`src/aip_pkg.sv`:
```
// Shared widths and limits for the ASCII integer parser.
// No dependencies; imported by the parser, its checker and its testbench.
package aip_pkg;

  localparam int VALUE_W   = 32;     // accumulator width, wraps modulo 2^VALUE_W
  localparam int MAX_LEN   = 4095;   // offset saturation point
  localparam int POS_W     = $clog2(MAX_LEN + 1);
  localparam int CH_W      = 8;
  localparam int BASE_W    = 6;
  localparam int DIGIT_W   = 6;
  localparam int OUT_VAL_W = 32;
  localparam int OFFSET_W  = 12;
  localparam int OUT_RAW_W = OUT_VAL_W + OFFSET_W;
  localparam int OUT_TDATA_W = ((OUT_RAW_W + 7) / 8) * 8;

  localparam logic [BASE_W-1:0] BASE_RESET = BASE_W'(10);

  typedef logic [CH_W-1:0]        char_t;
  typedef logic [BASE_W-1:0]      base_t;
  typedef logic [VALUE_W-1:0]     acc_t;
  typedef logic [POS_W-1:0]       pos_t;
  typedef logic [OUT_TDATA_W-1:0] out_tdata_t;

endpackage

```
`src/ascii_integer_parser.sv`:
```
// Streaming ASCII-to-integer converter, top level.
// Depends on aip_pkg for widths, limits and types.
//
// An accepted input beat goes into the input register; the parse step then
// writes its result into the result register. Throughput: one character per
// cycle while no result waits on m_axis_tready; the single parse step (one narrow
// multiply-add of accumulator by base plus the phase update) sets that figure.
// Reset (rst, synchronous, active high): phase idle, accumulator and offset
// cleared, base register back to ten, both pipeline registers emptied.
module ascii_integer_parser (
  input  logic                       clk,
  input  logic                       rst,
  // Configuration: conversion base, 0 = detect from prefix
  input  logic                       cfg_valid,
  output logic                       cfg_ready,
  input  aip_pkg::base_t             cfg_data,
  // Character stream
  input  logic                       s_axis_tvalid,
  output logic                       s_axis_tready,
  input  aip_pkg::char_t             s_axis_tdata,   // [7:0] ch
  input  logic                       s_axis_tuser,   // [0] start_req
  // Result stream
  output logic                       m_axis_tvalid,
  input  logic                       m_axis_tready,
  output aip_pkg::out_tdata_t        m_axis_tdata    // [31:0] value, [43:32] end_offset, rest 0
);
  import aip_pkg::*;

  // Phase codes
  localparam logic [2:0] PH_IDLE   = 3'd0;
  localparam logic [2:0] PH_BLANK  = 3'd1;
  localparam logic [2:0] PH_SIGNED = 3'd2;
  localparam logic [2:0] PH_ZERO   = 3'd3;
  localparam logic [2:0] PH_PREFIX = 3'd4;
  localparam logic [2:0] PH_DIGITS = 3'd5;
  localparam logic [2:0] PH_DONE   = 3'd6;

  // Characters of interest
  localparam char_t C_SPACE = 8'h20;
  localparam char_t C_TAB   = 8'h09;
  localparam char_t C_CR    = 8'h0D;
  localparam char_t C_PLUS  = 8'h2B;
  localparam char_t C_MINUS = 8'h2D;
  localparam char_t C_ZERO  = 8'h30;
  localparam char_t C_NINE  = 8'h39;
  localparam char_t C_LA    = 8'h61;
  localparam char_t C_LZ    = 8'h7A;
  localparam char_t C_UA    = 8'h41;
  localparam char_t C_UZ    = 8'h5A;
  localparam char_t C_LX    = 8'h78;
  localparam char_t C_UX    = 8'h58;

  localparam logic [DIGIT_W-1:0] NO_DIGIT = DIGIT_W'(36);
  localparam base_t BASE_BAD  = BASE_W'(1);
  localparam base_t BASE_MAX  = BASE_W'(36);
  localparam base_t BASE_OCT  = BASE_W'(8);
  localparam base_t BASE_DEC  = BASE_W'(10);
  localparam base_t BASE_HEX  = BASE_W'(16);
  localparam pos_t  POS_LIMIT = POS_W'(MAX_LEN);

  // Map a character to its digit value, NO_DIGIT when it is not alphanumeric.
  function automatic logic [DIGIT_W-1:0] digit_of(input char_t c);
    logic [DIGIT_W-1:0] d;
    d = NO_DIGIT;
    if (c >= C_ZERO && c <= C_NINE)  d = DIGIT_W'(c - C_ZERO);
    else if (c >= C_LA && c <= C_LZ) d = DIGIT_W'(c - C_LA) + DIGIT_W'(10);
    else if (c >= C_UA && c <= C_UZ) d = DIGIT_W'(c - C_UA) + DIGIT_W'(10);
    return d;
  endfunction

  function automatic pos_t advance(input pos_t p);
    return (p < POS_LIMIT) ? p + POS_W'(1) : POS_LIMIT;
  endfunction

  // ---------------------------------------------------------------------
  // Configuration register: always ready; the user must write it only while idle (not enforced here).
  // ---------------------------------------------------------------------
  base_t number_base;

  assign cfg_ready = 1'b1;

  always_ff @(posedge clk) begin
    if (rst) begin
      number_base <= BASE_RESET;
    end else if (cfg_valid && cfg_ready) begin
      number_base <= cfg_data;
    end
  end

  // ---------------------------------------------------------------------
  // Input register: hold one character beat for the parse step.
  // ---------------------------------------------------------------------
  logic  stage_valid;
  char_t stage_ch;
  logic  stage_start;
  logic  step_fire;

  assign s_axis_tready = !stage_valid || step_fire;

  always_ff @(posedge clk) begin
    if (rst) begin
      stage_valid <= 1'b0;
    end else if (s_axis_tready) begin
      stage_valid <= s_axis_tvalid;
    end
  end

  always_ff @(posedge clk) begin
    if (s_axis_tready && s_axis_tvalid) begin
      stage_ch    <= s_axis_tdata;
      stage_start <= s_axis_tuser;
    end
  end

  // ---------------------------------------------------------------------
  // Parse state and the single combinational step
  // ---------------------------------------------------------------------
  logic [2:0] phase, phase_next;
  acc_t       accumulator, accumulator_next;
  logic       minus_seen, minus_seen_next;
  base_t      working_base, working_base_next;
  pos_t       position, position_next;

  logic       step_result;
  acc_t       res_mag;
  pos_t       res_pos;

  always_comb begin
    logic [DIGIT_W-1:0] d;
    logic               blank;
    logic               sign;
    logic               take_signed;

    phase_next        = phase;
    accumulator_next  = accumulator;
    minus_seen_next   = minus_seen;
    working_base_next = working_base;
    position_next     = position;
    step_result       = 1'b0;
    res_mag           = '0;
    res_pos           = '0;
    d                 = NO_DIGIT;

    // A start beat abandons whatever was in flight.
    if (stage_start) begin
      phase_next       = PH_BLANK;
      accumulator_next = '0;
      minus_seen_next  = 1'b0;
      position_next    = '0;
      if (number_base == BASE_BAD || number_base > BASE_MAX) working_base_next = BASE_BAD;
      else working_base_next = number_base;
    end

    blank = (stage_ch == C_SPACE) || (stage_ch >= C_TAB && stage_ch <= C_CR);
    sign  = (stage_ch == C_PLUS) || (stage_ch == C_MINUS);
    take_signed = (phase_next == PH_SIGNED) ||
                  (phase_next == PH_BLANK && !blank && !sign);

    if (phase_next == PH_BLANK && (blank || sign)) begin
      position_next = advance(position_next);
      if (sign) begin
        minus_seen_next = (stage_ch == C_MINUS);
        phase_next      = PH_SIGNED;
      end
    end else if (take_signed) begin
      if (stage_ch == C_ZERO &&
          (working_base_next == '0 || working_base_next == BASE_HEX)) begin
        accumulator_next = '0;
        phase_next       = PH_ZERO;
        position_next    = advance(position_next);
      end else begin
        if (working_base_next == '0) working_base_next = BASE_DEC;
        d = digit_of(stage_ch);
        if (working_base_next >= BASE_W'(2) && BASE_W'(d) < working_base_next) begin
          accumulator_next = VALUE_W'(d);
          phase_next       = PH_DIGITS;
          position_next    = advance(position_next);
        end else begin
          // Nothing consumed: report zero at the start of the string.
          minus_seen_next = 1'b0;
          step_result     = 1'b1;
          phase_next      = PH_DONE;
        end
      end
    end else begin
      case (phase_next)
        PH_ZERO: begin
          if (stage_ch == C_LX || stage_ch == C_UX) begin
            working_base_next = BASE_HEX;
            phase_next        = PH_PREFIX;
          end else begin
            if (working_base_next == '0) working_base_next = BASE_OCT;
            phase_next = PH_DIGITS;
          end
        end
        PH_PREFIX: begin
          d = digit_of(stage_ch);
          if (working_base_next >= BASE_W'(2) && BASE_W'(d) < working_base_next) begin
            accumulator_next = VALUE_W'(d);
            phase_next       = PH_DIGITS;
            // count both the 'x' and this digit
            position_next    = advance(advance(position_next));
          end else begin
            // only the leading zero counts as consumed
            step_result = 1'b1;
            res_pos     = position_next;
            phase_next  = PH_DONE;
          end
        end
        default: ;
      endcase

      // Digit accumulation, also reached from the zero phase without a prefix.
      if (phase_next == PH_DIGITS && !(phase == PH_PREFIX && !stage_start) &&
          !(phase_next == PH_DIGITS && phase == PH_ZERO && !stage_start &&
            (stage_ch == C_LX || stage_ch == C_UX))) begin
        d = digit_of(stage_ch);
        if (working_base_next >= BASE_W'(2) && BASE_W'(d) < working_base_next) begin
          accumulator_next = VALUE_W'(accumulator_next * VALUE_W'(working_base_next))
                             + VALUE_W'(d);
          position_next    = advance(position_next);
        end else begin
          step_result = 1'b1;
          res_mag     = accumulator_next;
          res_pos     = position_next;
          phase_next  = PH_DONE;
        end
      end
    end
  end

  // Fire the step whenever a beat is held, unless its result has nowhere to go.
  assign step_fire = stage_valid && (!step_result || !m_axis_tvalid || m_axis_tready);

  always_ff @(posedge clk) begin
    if (rst) begin
      phase        <= PH_IDLE;
      accumulator  <= '0;
      minus_seen   <= 1'b0;
      working_base <= BASE_DEC;
      position     <= '0;
    end else if (step_fire) begin
      phase        <= phase_next;
      accumulator  <= accumulator_next;
      minus_seen   <= minus_seen_next;
      working_base <= working_base_next;
      position     <= position_next;
    end
  end

  // ---------------------------------------------------------------------
  // Result register: negate, wrap, sign-extend and pack.
  // ---------------------------------------------------------------------
  acc_t                  res_wrapped;
  logic [OUT_VAL_W-1:0]  res_value;

  assign res_wrapped = minus_seen_next ? (VALUE_W'(0) - res_mag) : res_mag;
  assign res_value   = OUT_VAL_W'(signed'(res_wrapped));

  always_ff @(posedge clk) begin
    if (rst) begin
      m_axis_tvalid <= 1'b0;
    end else if (step_fire && step_result) begin
      m_axis_tvalid <= 1'b1;
    end else if (m_axis_tready) begin
      m_axis_tvalid <= 1'b0;
    end
  end

  always_ff @(posedge clk) begin
    if (step_fire && step_result) begin
      m_axis_tdata <= OUT_TDATA_W'({OFFSET_W'(res_pos), res_value});
    end
  end

  // ---------------------------------------------------------------------
  // Checks
  // ---------------------------------------------------------------------
  a_result_slot_free: assert property (@(posedge clk) disable iff (rst)
    step_fire && step_result |-> (!m_axis_tvalid || m_axis_tready))
    else $error("result written over a beat not yet taken");

  a_done_after_result: assert property (@(posedge clk) disable iff (rst)
    step_fire && step_result |=> phase == PH_DONE)
    else $error("phase not done after a result");

  a_stall_only_when_held: assert property (@(posedge clk) disable iff (rst)
    !s_axis_tready |-> stage_valid && step_result)
    else $error("input stalled with nothing pending");

  a_position_bounded: assert property (@(posedge clk) disable iff (rst)
    step_fire |=> position <= POS_LIMIT)
    else $error("offset passed its saturation point");

endmodule

```
`config.mk`:
```
export PLATFORM = sky130hd
export DESIGN_NAME = ascii_integer_parser
export DESIGN_NICKNAME = d
export VERILOG_FILES = /design/src/aip_pkg.sv /design/src/ascii_integer_parser.sv
export SDC_FILE = /design/constraint.sdc
export NUM_CORES = 1
export LEC_CHECK = 0
export BUFFER_PORTS_ARGS = -buffer_cell sky130_fd_sc_hd__buf_2
export CORE_UTILIZATION = 32
export CTS_BUF_LIST = sky130_fd_sc_hd__clkbuf_4 sky130_fd_sc_hd__clkbuf_8
export CTS_CLUSTER_DIAMETER = 120
export DETAILED_ROUTE_END_ITERATION = 8
export PLACE_DENSITY_LB_ADDON = 0.3
export SYNTH_ARGS = -nofsm -noshare
export SYNTH_HDL_FRONTEND = slang
export SYNTH_SLANG_ARGS = --single-unit
export TNS_END_PERCENT = 20
```
`constraint.sdc`:
```
create_clock -name clk -period 20.3 [get_ports clk]
set_input_delay 1.015 -clock clk [delete_from_list [all_inputs] [get_ports clk]]
set_output_delay 1.015 -clock clk [all_outputs]
set_load 0.02 [all_outputs]
```
==> impl_metrics.json <==
{
  "synth-simple-area-share_pct": 21.7,
  "ios": 71,
  "synth_top_family_by_area": "adder cells",
  "finalCriticalPeriod_ns": 10.47,
  "hold-worst-slack_ns": 0.456,
  "status": "finished clean",
  "synthTopCellsByArea": "fa_1 16%, edfxtp_1 11%, dfxtp_1 9.0%",
  "cts_tree": "built",
  "cts_resized": 0,
  "top_layer": "met4",
  "grt_max_degree": 78,
  "rsz0062_at_grt": "no",
  "ff2ff_setup_slack_ns": 9.83,
  "switching_share_pct": 39.7,
  "fin_crit_sh_pct": 51.6,
  "ys_warn_count": 0,
  "reg2reg_depth": 33,
  "rr_endpoint": "accumulator[30]$_SDFFE_PP0P_",
  "synth-seq-cells": 115,
  "finalClockSkew_ns": 0.0222,
  "p_seq_share_pct": 41.2,
  "hpwl_microns": 34700,
  "cap_violations": 0,
  "drive_above_1_share_pct": 9.70,
  "gp_congestion": 0.944,
  "synth_xor_area_share_pct": 4.37,
  "async_flop_share_pct": 0,
  "synth_cell_types": 98,
  "clockPowerShare_pct": 32.7,
  "drcViolationCount": 0,
  "required_ns": 20.69,
  "io_buffers": 65,
  "setup_tns_ns": 0,
  "cp_data_arrival_time_ns": 10.86,
  "synth_mux_area_share_pct": 1.49,
  "grtUsageTotal_pct": 21.6,
  "areaGrowthSynthToFinish_pct": 8.45,
  "finalHoldViolations": 0,
  "start_util_pct": 32.7,
  "cp_slowest_cell": "a31oi_1",
  "cts_setup_buffers": 0,
  "detail-route-antenna-nets": 0,
  "htree_levels": 4,
  "diodes": 0,
  "crit_fanout": 12,
  "m1WireLength_microns": 21300,
  "synth_top_area_share_pct": 16.2,
  "cp-startpoint": "stage_ch[0]$_DFFE_PP_",
  "pwr-share-comb_pct": 26.1,
  "synth-main-ff-cell": "dfxtp_1",
  "hold_depth": 2,
  "cts_root_buffer": "clkbuf_8",
  "synthAdderAreaFrac_pct": 24.4,
  "grt_pass1_wl_microns": 74200,
  "routedWlPerCell_microns": 20.8,
  "dieArea_sq_um": 44100,
  "regToRegStartpoint": "stage_ch[0]$_DFFE_PP_",
  "via_per_inst": 5.82,
  "mostFrequentLayoutCell": "nor2_1",
  "firstDrtPassIters": 7,
  "synth-seq-area-share_pct": 20.4,
  "final_cell_mix": "232 x nor2_1, 118 x nand2_1, 112 x fa_1",
  "wl_met3_microns": 3430,
  "fin_util_pct": 35.5,
  "synth_largest_area_cell": "fa_1",
  "routed-wl-met2_microns": 20900,
  "cp-start-kind": "register",
  "via_count": 13100,
  "hp-class": "register to register",
  "grt_pass1_vias": 12800,
  "die_h_microns": 210,
  "switchingPower_w": 0.000263,
  "fillers": 4369,
  "slew_viol_final": 0,
  "clkSinkCount": 115,
  "intPower_w": 0.000399,
  "cts_hold_buf": 0,
  "endpoint": "accumulator[30]$_SDFFE_PP0P_",
  "ir_worst_vdd_uv": 36.2,
  "timing.slew.headroom_pct": 29.5,
  "synth.avg_cell_area_sq_um": 8.36,
  "rows": 75,
  "grt_overflow_total": 0,
  "syn-cell-area_sq_um": 13900,
  "powerDensity_nw_per_um2": 44.1,
  "antenna_found_initial": 0,
  "fmax_mhz": 95.5,
  "die_w_microns": 210,
  "setup_violations": 0,
  "cts_max_path_buffers": 2,
  "cts_buffers": 17,
  "synth_edf_count": 53,
  "core_area_sq_um": 42300,
  "synthCells": 1657,
  "power.leakage_nw": 6.48,
  "tightest_slew_ns": 1.05,
  "synth-compound-area-share_pct": 22.0,
  "crit_type": "register to register",
  "end_kind": "register",
  "fin_nets": 1880,
  "clk_pin_slew_worst_paths_ns": 0.09,
  "insertion_delay_ns": 0.51,
  "crit_path_max_incr_delay_ns": 0.67,
  "wl_microns": 46700,
  "first_iter_violations": 1330
}
power by group through the flow:
stage | Combinational [W] | Clock [W] | Sequential, W
after detailed placement | 0.000169 | 0 | 0.000278
after floorplan | 0.000108 | 0 | 0.000281
after global routing | 0.000187 | 0.000232 | 0.000275
final | 0.000173 | 0.000217 | 0.000273
after global placement | 0.000168 | 0 | 0.000277
after CTS | 0.000170 | 0.000223 | 0.000273
worst max-delay path: cells and delay by family, from the launching register on:
| family | cells | cell delay [ns] |
|---|---|---|
| AO/OA/AOI/OAI | 16 | 4.53 |
| XOR/XNOR | 1 | 0.16 |
| adder cells (fa/ha/maj) | 7 | 2.87 |
| buffers and inverters | 4 | 0.39 |
| flip-flops | 1 | 0.59 |
| AND/OR/NAND/NOR | 5 | 1.80 |
metal layers:
layer,GRT usage [%],vias to the layer above
li1,-,5973
met1,30.0,6460
met2,33.9,566
met3,3.75,71
met4,7.32,0
met5,0,-
per-stage QoR:
| step | total power [W] | setup WS [ns] | area [sq um] | std cells |
|---|---|---|---|---|
| 6_report | 0.000663 | 9.83 | 15000 | 2247 |
| 2_1_floorplan | 0.000389 | 11.51 | 13900 | 1660 |
| 3_3_place_gp | 0.000446 | 10.46 | 14700 | 2215 |
| 3_5_place_dp | 0.000447 | 10.01 | 14700 | 2215 |
| 5_1_grt | 0.000694 | 8.95 | 15000 | 2247 |
| 4_1_cts | 0.000665 | 9.96 | 15000 | 2247 |
cell usage after synthesis, types with 22 or more instances:
cell type and number:
a21o_1 26, a21oi_1 98, a22oi_1 29, a31oi_1 42, and2_1 33, and3_1 58
clkbuf_1 88, dfxtp_1 62, edfxtp_1 53, fa_1 112, ha_1 91, inv_1 72
nand2_1 118, nand3_1 40, nor2_1 234, nor3_1 22, o21ai_0 75, xnor2_1 42
xor2_1 22
cell families (layout without fill, tap and decap cells):
kind of cell / Yosys count / count (layout)
other: 2 / 5
AND/OR/NAND/NOR: 615 / 615
XOR/XNOR: 66 / 66
multiplexers: 20 / 20
adder cells (fa/ha/maj): 203 / 203
flip-flops: 115 / 115
AO/OA/AOI/OAI: 450 / 450
buffers and inverters: 186 / 196
layout make-up:
class / instances / area [sq um] / area share [%]
Multi-Input combinational cell: 1359 / 10300 / 68.6
Sequential cell: 115 / 2830 / 18.9
Tap cell: 577 / 722 / 4.81
Timing Repair Buffer: 92 / 528 / 3.51
Inverter: 72 / 270 / 1.80
Clock buffer: 17 / 234 / 1.56
Clock inverter: 15 / 135 / 0.900
sequential cells by signal, indices dropped and copies added (netlist names):
register       cells
stage_start        1
working_base       6
stage_ch           8
accumulator       32
stage_valid        1
m_axis_tvalid      1
minus_seen         1
m_axis_tdata      44
number_base        6
phase              3
position          12
worst min-delay path by stage:
stage	from	end	slack, ns
floorplan	minus_seen$_SDFFE_PP0P_	minus_seen$_SDFFE_PP0P_	0.43
global placement	minus_seen$_SDFFE_PP0P_	minus_seen$_SDFFE_PP0P_	0.44
detailed placement	minus_seen$_SDFFE_PP0P_	minus_seen$_SDFFE_PP0P_	0.45
CTS	minus_seen$_SDFFE_PP0P_	minus_seen$_SDFFE_PP0P_	0.46
global route	minus_seen$_SDFFE_PP0P_	minus_seen$_SDFFE_PP0P_	0.49
finish	minus_seen$_SDFFE_PP0P_	minus_seen$_SDFFE_PP0P_	0.46
No activity file was read; power rests on OpenSTA's default activity.
